## src/rtl/core/qft_pkg.sv

```systemverilog
package qft_pkg;

    localparam int MAX_DELIMITERS = 4;
    // The delimiter set register holds four bytes, so never more lanes than that.
    localparam int DELIM_LANES = (MAX_DELIMITERS < 4) ? MAX_DELIMITERS : 4;

    localparam int BYTE_W    = 8;
    localparam int INDEX_W   = 16;
    localparam int CFG_IDX_W = 2;
    localparam int CFG_W     = 32;
    localparam int COUNT_W   = 3;

    localparam logic [INDEX_W-1:0] INDEX_MAX = '1;

    // Bit positions inside the result tuser.
    localparam int USER_SEP    = 0;
    localparam int USER_QUOTED = 1;
    localparam int USER_W      = 2;

    localparam int M_TDATA_W = BYTE_W + INDEX_W;

    localparam logic [BYTE_W-1:0] QUOTE_OFF = 8'h00;

    localparam logic [CFG_W-1:0]   DELIM_SET_RESET   = 32'd44;
    localparam logic [COUNT_W-1:0] DELIM_COUNT_RESET = 3'd1;
    localparam logic [BYTE_W-1:0]  QUOTE_RESET       = 8'd34;
    localparam logic [BYTE_W-1:0]  ESCAPE_RESET      = 8'd92;

    typedef enum logic [1:0] {
        PH_START  = 2'd0,
        PH_PLAIN  = 2'd1,
        PH_QUOTED = 2'd2,
        PH_ESCAPE = 2'd3
    } phase_t;

    typedef enum logic [CFG_IDX_W-1:0] {
        REG_DELIM_SET   = 2'd0,
        REG_DELIM_COUNT = 2'd1,
        REG_QUOTE       = 2'd2,
        REG_ESCAPE      = 2'd3
    } cfg_reg_t;

endpackage

```

## src/rtl/core/quoted_field_tokenizer.sv

```systemverilog
// Channel   Direction  Payload
// s_*       in         tdata: data_byte; tlast: end_of_text
// m_*       out        tdata: byte_out, field_index; tlast: field_end;
//                      tuser: is_separator, in_quotes
// cfg_*     in         cfg_index: register number; cfg_data: value
//
// One byte per cycle sustained while the output is not stalled; input and result are both registered.
// The byte is held in an input register, classified against the field state in one
// pass of parallel compares, and registered at the output together with the new state.
// Reset (aresetn low, synchronous) restores the register defaults and field start.
// A stalled output holds both stages; s_tready falls only when both are full.
module quoted_field_tokenizer (
    input  logic                           aclk,
    input  logic                           aresetn,
    input  logic                           s_tvalid,
    output logic                           s_tready,
    input  logic [qft_pkg::BYTE_W-1:0]     s_tdata,   // [7:0] data_byte
    input  logic                           s_tlast,
    output logic                           m_tvalid,
    input  logic                           m_tready,
    output logic [qft_pkg::M_TDATA_W-1:0]  m_tdata,   // [7:0] byte_out, [23:8] field_index
    output logic                           m_tlast,
    output logic [qft_pkg::USER_W-1:0]     m_tuser,   // [0] is_separator, [1] in_quotes
    input  logic                           cfg_valid,
    output logic                           cfg_ready,
    input  logic [qft_pkg::CFG_IDX_W-1:0]  cfg_index,
    input  logic [qft_pkg::CFG_W-1:0]      cfg_data
);
    import qft_pkg::*;

    logic [CFG_W-1:0]   delim_set_reg;
    logic [COUNT_W-1:0] delim_count_reg;
    logic [BYTE_W-1:0]  quote_reg;
    logic [BYTE_W-1:0]  escape_reg;

    logic              in_valid_reg;
    logic [BYTE_W-1:0] in_byte_reg;
    logic              in_last_reg;

    phase_t             phase_reg, phase_next;
    logic [INDEX_W-1:0] field_counter_reg, field_counter_next;

    logic                 out_valid_reg;
    logic [M_TDATA_W-1:0] out_data_reg;
    logic                 out_last_reg;
    logic [USER_W-1:0]    out_user_reg;

    logic advance;
    logic is_delim;
    logic is_quote;
    logic sep;
    logic quoted;

    assign cfg_ready = 1'b1;

    always_ff @(posedge aclk) begin
        if (!aresetn) begin
            delim_set_reg   <= DELIM_SET_RESET;
            delim_count_reg <= DELIM_COUNT_RESET;
            quote_reg       <= QUOTE_RESET;
            escape_reg      <= ESCAPE_RESET;
        end else if (cfg_valid) begin
            case (cfg_reg_t'(cfg_index))
                REG_DELIM_SET:   delim_set_reg   <= cfg_data;
                REG_DELIM_COUNT: delim_count_reg <= cfg_data[COUNT_W-1:0];
                REG_QUOTE:       quote_reg       <= cfg_data[BYTE_W-1:0];
                REG_ESCAPE:      escape_reg      <= cfg_data[BYTE_W-1:0];
                default: ;
            endcase
        end
    end

    // The result stage moves on when it is empty or its transaction completes.
    assign advance  = !out_valid_reg || m_tready;
    assign s_tready = !in_valid_reg || advance;

    always_ff @(posedge aclk) begin
        if (!aresetn) begin
            in_valid_reg <= 1'b0;
        end else if (s_tready) begin
            in_valid_reg <= s_tvalid;
        end
    end

    always_ff @(posedge aclk) begin
        if (s_tready && s_tvalid) begin
            in_byte_reg <= s_tdata;
            in_last_reg <= s_tlast;
        end
    end

    // Lanes at or above the programmed count are ignored; counts past the lane
    // count simply enable every lane.
    always_comb begin
        is_delim = 1'b0;
        for (int i = 0; i < DELIM_LANES; i++) begin
            if (COUNT_W'(i) < delim_count_reg &&
                delim_set_reg[BYTE_W*i +: BYTE_W] == in_byte_reg) begin
                is_delim = 1'b1;
            end
        end
    end

    assign is_quote = (quote_reg != QUOTE_OFF) && (in_byte_reg == quote_reg);

    always_comb begin
        sep    = 1'b0;
        quoted = 1'b0;
        case (phase_reg)
            PH_START: begin
                quoted = is_quote;
                sep    = !is_quote && is_delim;
            end
            PH_PLAIN: begin
                sep = is_delim;
            end
            PH_QUOTED: begin
                quoted = 1'b1;
            end
            PH_ESCAPE: begin
                quoted = 1'b1;
            end
            default: ;
        endcase
    end

    always_comb begin
        phase_next = phase_reg;
        case (phase_reg)
            PH_START: begin
                if (is_quote) begin
                    phase_next = PH_QUOTED;
                end else if (!is_delim) begin
                    phase_next = PH_PLAIN;
                end
            end
            PH_PLAIN: ;
            PH_QUOTED: begin
                // The escape byte wins when it equals the quote byte.
                if (in_byte_reg == escape_reg) begin
                    phase_next = PH_ESCAPE;
                end else if (in_byte_reg == quote_reg) begin
                    phase_next = PH_PLAIN;
                end
            end
            PH_ESCAPE: begin
                phase_next = PH_QUOTED;
            end
            default: phase_next = PH_START;
        endcase
        if (sep || in_last_reg) begin
            phase_next = PH_START;
        end
    end

    always_comb begin
        field_counter_next = field_counter_reg;
        if (in_last_reg) begin
            field_counter_next = '0;
        end else if (sep && field_counter_reg != INDEX_MAX) begin
            field_counter_next = field_counter_reg + INDEX_W'(1);
        end
    end

    always_ff @(posedge aclk) begin
        if (!aresetn) begin
            phase_reg         <= PH_START;
            field_counter_reg <= '0;
            out_valid_reg     <= 1'b0;
        end else if (advance) begin
            out_valid_reg <= in_valid_reg;
            if (in_valid_reg) begin
                phase_reg         <= phase_next;
                field_counter_reg <= field_counter_next;
            end
        end
    end

    always_ff @(posedge aclk) begin
        if (advance && in_valid_reg) begin
            out_data_reg              <= {field_counter_reg, in_byte_reg};
            out_last_reg              <= sep || in_last_reg;
            out_user_reg[USER_SEP]    <= sep;
            out_user_reg[USER_QUOTED] <= quoted;
        end
    end

    assign m_tvalid = out_valid_reg;
    assign m_tdata  = out_data_reg;
    assign m_tlast  = out_last_reg;
    assign m_tuser  = out_user_reg;

    // A separator is never part of a quoted region and always closes a field.
    a_sep_unquoted: assert property (@(posedge aclk) disable iff (!aresetn)
        m_tvalid && m_tuser[USER_SEP] |-> !m_tuser[USER_QUOTED] && m_tlast)
        else $error("separator marked as quoted or not closing a field");

    // The last byte of a text leaves the tokenizer at field start for the next text.
    a_text_restart: assert property (@(posedge aclk) disable iff (!aresetn)
        advance && in_valid_reg && in_last_reg |=>
            field_counter_reg == '0 && phase_reg == PH_START)
        else $error("state not restored after end of text");

    // Within a text the field number never goes backwards.
    a_index_monotonic: assert property (@(posedge aclk) disable iff (!aresetn)
        advance && in_valid_reg && !in_last_reg |=>
            field_counter_reg >= $past(field_counter_reg))
        else $error("field number decreased within a text");

    // Every byte taken from the input register is presented at the output.
    a_result_follows: assert property (@(posedge aclk) disable iff (!aresetn)
        advance && in_valid_reg |=> m_tvalid)
        else $error("processed byte produced no result");

endmodule

```

## config.mk

```make
export PLATFORM = sky130hd
export DESIGN_NAME = quoted_field_tokenizer
export DESIGN_NICKNAME = d
export VERILOG_FILES = /design/src/rtl/core/qft_pkg.sv /design/src/rtl/core/quoted_field_tokenizer.sv
export SDC_FILE = /design/constraint.sdc
export NUM_CORES = 1
export LEC_CHECK = 0
export ABC_AREA = 1
export ABC_CLOCK_PERIOD_IN_PS = 2800
export BUFFER_PORTS_ARGS = -buffer_cell sky130_fd_sc_hd__buf_2
export CORE_MARGIN = 4
export CORE_UTILIZATION = 28
export DETAILED_ROUTE_END_ITERATION = 8
export GPL_ROUTABILITY_DRIVEN = 0
export PLACE_DENSITY = 0.47
export SLEW_MARGIN = 20
export SYNTH_ARGS = -nofsm -noshare
export SYNTH_HDL_FRONTEND = slang
export SYNTH_SLANG_ARGS = --single-unit
```

## constraint.sdc

```tcl
create_clock -name aclk -period 2.8 [get_ports aclk]
set_input_delay 0.28 -clock aclk [delete_from_list [all_inputs] [get_ports aclk]]
set_output_delay 0.28 -clock aclk [all_outputs]
set_load 0.005 [all_outputs]
```

==> results.yml <==
sta:
  min_period_over_period: 0.831
  period_needed_ns: 2.33
  timing.fmax_ghz: 0.430
  slew_viol_final: 0
  worst_slack_ns: 0.474
  slew_headroom: 0.528
  rsz0062_at_grt: "false"
  fin_skew_ns: 0.00988
  fin_hold_ws_ns: 0.104
  hold_violations: 0
  worst_pin_slew_ns: 0.707
  setup_violations: 0
  fin_setup_tns_ns: 0
pwr:
  power.density_nw_per_um2: 577
  leakage_uw: 0.00235
  peakVddDrop_mv: 0.287
  p_total_uw: 3300
global_routing:
  grt_overflow: 0
  grt_util_all_layers: 0.134
  antenna_found_initial: 0
  grt_max_degree: 37
  grt_first_pass_wirelength_um: 20800
  grt_pass1_vias: 4011
synth:
  synth_top_cell_area_share: 0.293
  synth_seq_area_share: 0.516
  syn_area_um2: 4850
  synth.distinct_cells: 31
  synthFlopType: "dfxtp_1"
  yosysTopAreaCell: "dfxtp_1"
  yosysWarnings: 0
  syn_inst: 596
  synthArstFlopShare: 0
  synth_edf_count: 36
  synth-seq-cells: 107
  synth_area_leaders: "dfxtp_1 (29%), edfxtp_1 (22%), nand2_1 (9.4%)"
  syn_area_per_cell_um2: 8.14
  synth_fp_nets: 645
floorplan:
  die_width_um: 140
  die-area_um2: 19500
  core_um2: 16800
  pin_count: 78
  rows: 47
  start_util: 0.290
  die_h_um: 140
flow_run:
  maxCapViolations: 0
status:
  outcome: "complete, no violations"
placement:
  port_buffers: 76
  pre_cts_ws_ns: 0.432
  dp_hpwl_um: 9510
worst_hold_path:
  hold_path.class: "primary input to register"
  min_from: "s_tdata[4]"
critical_path:
  crit_path_start: "in_byte_reg[4]$_DFFE_PP_"
  start_kind: "register"
  reg2reg_slack_ns: 0.47
  crit_fanout: 16
  cpMostUsedCell: "nand2_1"
  path_cells: "inv_1 > nand2_1 > nand4_1 > nor2_1 > nand2_1 > nand2_1 > nor2_2 > o21ai_4 > nand2_4 > nand2_1 > a21oi_1"
  max_stage_delay_ns: 0.64
  crit_required_ns: 3.01
  worst-setup-path-type: "register to register"
  reg2reg_from: "in_byte_reg[4]$_DFFE_PP_"
  cp-end-kind: "register"
  critPathSlowestCell: "edfxtp_1"
  crit_arrival_ns: 2.53
routing:
  first_pass_iters: 4
  drc: 0
  num_vias: 4055
  wire_per_inst_um: 14.5
  wl_um: 12900
  initialDrtViolationCount: 267
  viasPerCell: 4.54
  ant_nets: 0
cts:
  cts.path.max_buffers: 2
  clock_latency_ns: 0.36
  cts_setup_buffers: 0
  h-tree-depth: 3
  cts.clk_slew.worst_paths_ns: 0.07
  cts_hold_buf: 0
  postCtsResizedCells: 0
  cts_sinks: 107
  clockRootBuffer: "clkbuf_16"
  cts_tree: "yes"
  cts_buffers: 9
finish:
  nets: 717
  drive_above_1_share: 0.168
  area_delta_synth_final_pct: 18.0
  antenna_cells: 0
  largest_reg_flops: 32
  final_util: 0.342
layer usage:
metal  global-route usage  wire length [um]
met5                    0                 0
met4               0.0403               196
met3               0.0353               695
met2                0.233              6350
met1                0.164              5690
synthesized netlist by cell type, types with 2 or more instances:
| library cell | count |
|---|---|
| nand2_1 | 121 |
| nor2_1 | 92 |
| dfxtp_1 | 71 |
| inv_1 | 54 |
| o21ai_0 | 44 |
| a21oi_1 | 43 |
| edfxtp_1 | 36 |
| nand3_1 | 32 |
| xnor2_1 | 18 |
| xor2_1 | 18 |
| clkbuf_1 | 13 |
| nand4_1 | 11 |
| nor3_1 | 10 |
| buf_4 | 6 |
| buf_6 | 4 |
| inv_2 | 3 |
| nor2_2 | 3 |
| a21oi_2 | 2 |
| nor4_1 | 2 |
| o211ai_1 | 2 |
layout by cell type (no fill, tap or decap), drive strengths merged, types with 12 or more instances in the layout:
master  count
o21ai      45
nand2     122
buf        87
nor2       95
dfxtp      71
nand3      32
inv        58
xnor2      18
a21oi      45
edfxtp     36
xor2       18
clkbuf     12
per-stage QoR:
step / area (um^2) / std cells
2_1_floorplan: 4850 / 596
3_3_place_gp: 5430 / 877
3_5_place_dp: 5430 / 877
4_1_cts: 5720 / 893
5_1_grt: 5720 / 893
6_report: 5720 / 893
cell families (layout without fill, tap and decap cells):
kind of cell,count (synthesis),after routing,synth area share
buffers and inverters,83,160,0.0786
AO/OA/AOI/OAI,94,94,0.103
adder cells (fa/ha/maj),1,1,0.00258
other,1,1,0.000773
flip-flops,107,107,0.516
AND/OR/NAND/NOR,274,274,0.234
XOR/XNOR,36,36,0.0650
critical path: cells and delay by family (launching register included):
family	cells	cell delay (ns)
AOI/OAI and AO/OA	2	0.43
and+or+nand+nor	8	0.90
DFF	1	0.64
buffers and inverters	1	0.20
worst paths after layout:
check	to	cells past startpoint
max	field_counter_reg[1]$_SDFFE_PN0P_	11
min	in_byte_reg[4]$_DFFE_PP_	1
max reg2reg	field_counter_reg[1]$_SDFFE_PN0P_	11
min reg2reg	escape_reg[0]$_SDFFE_PN0P_	2
report_power, final:
part           leakage, uW  internal [uW]  total [uW]  switching, uW
Combinational      0.00128            118         299            181
Clock             0.000148            688        1270            585
Sequential        0.000924           1670        1730           57.8
cell type report:
type,instances,area (um^2)
well taps,220,275
flip-flops and latches,107,2500
fillers,1823,11000
inverters,57,214
clock inverters,4,31.3
repair buffers,87,463
multi-input cells,406,1970
clock buffers,12,268
No activity file was read; power rests on OpenSTA's default activity.
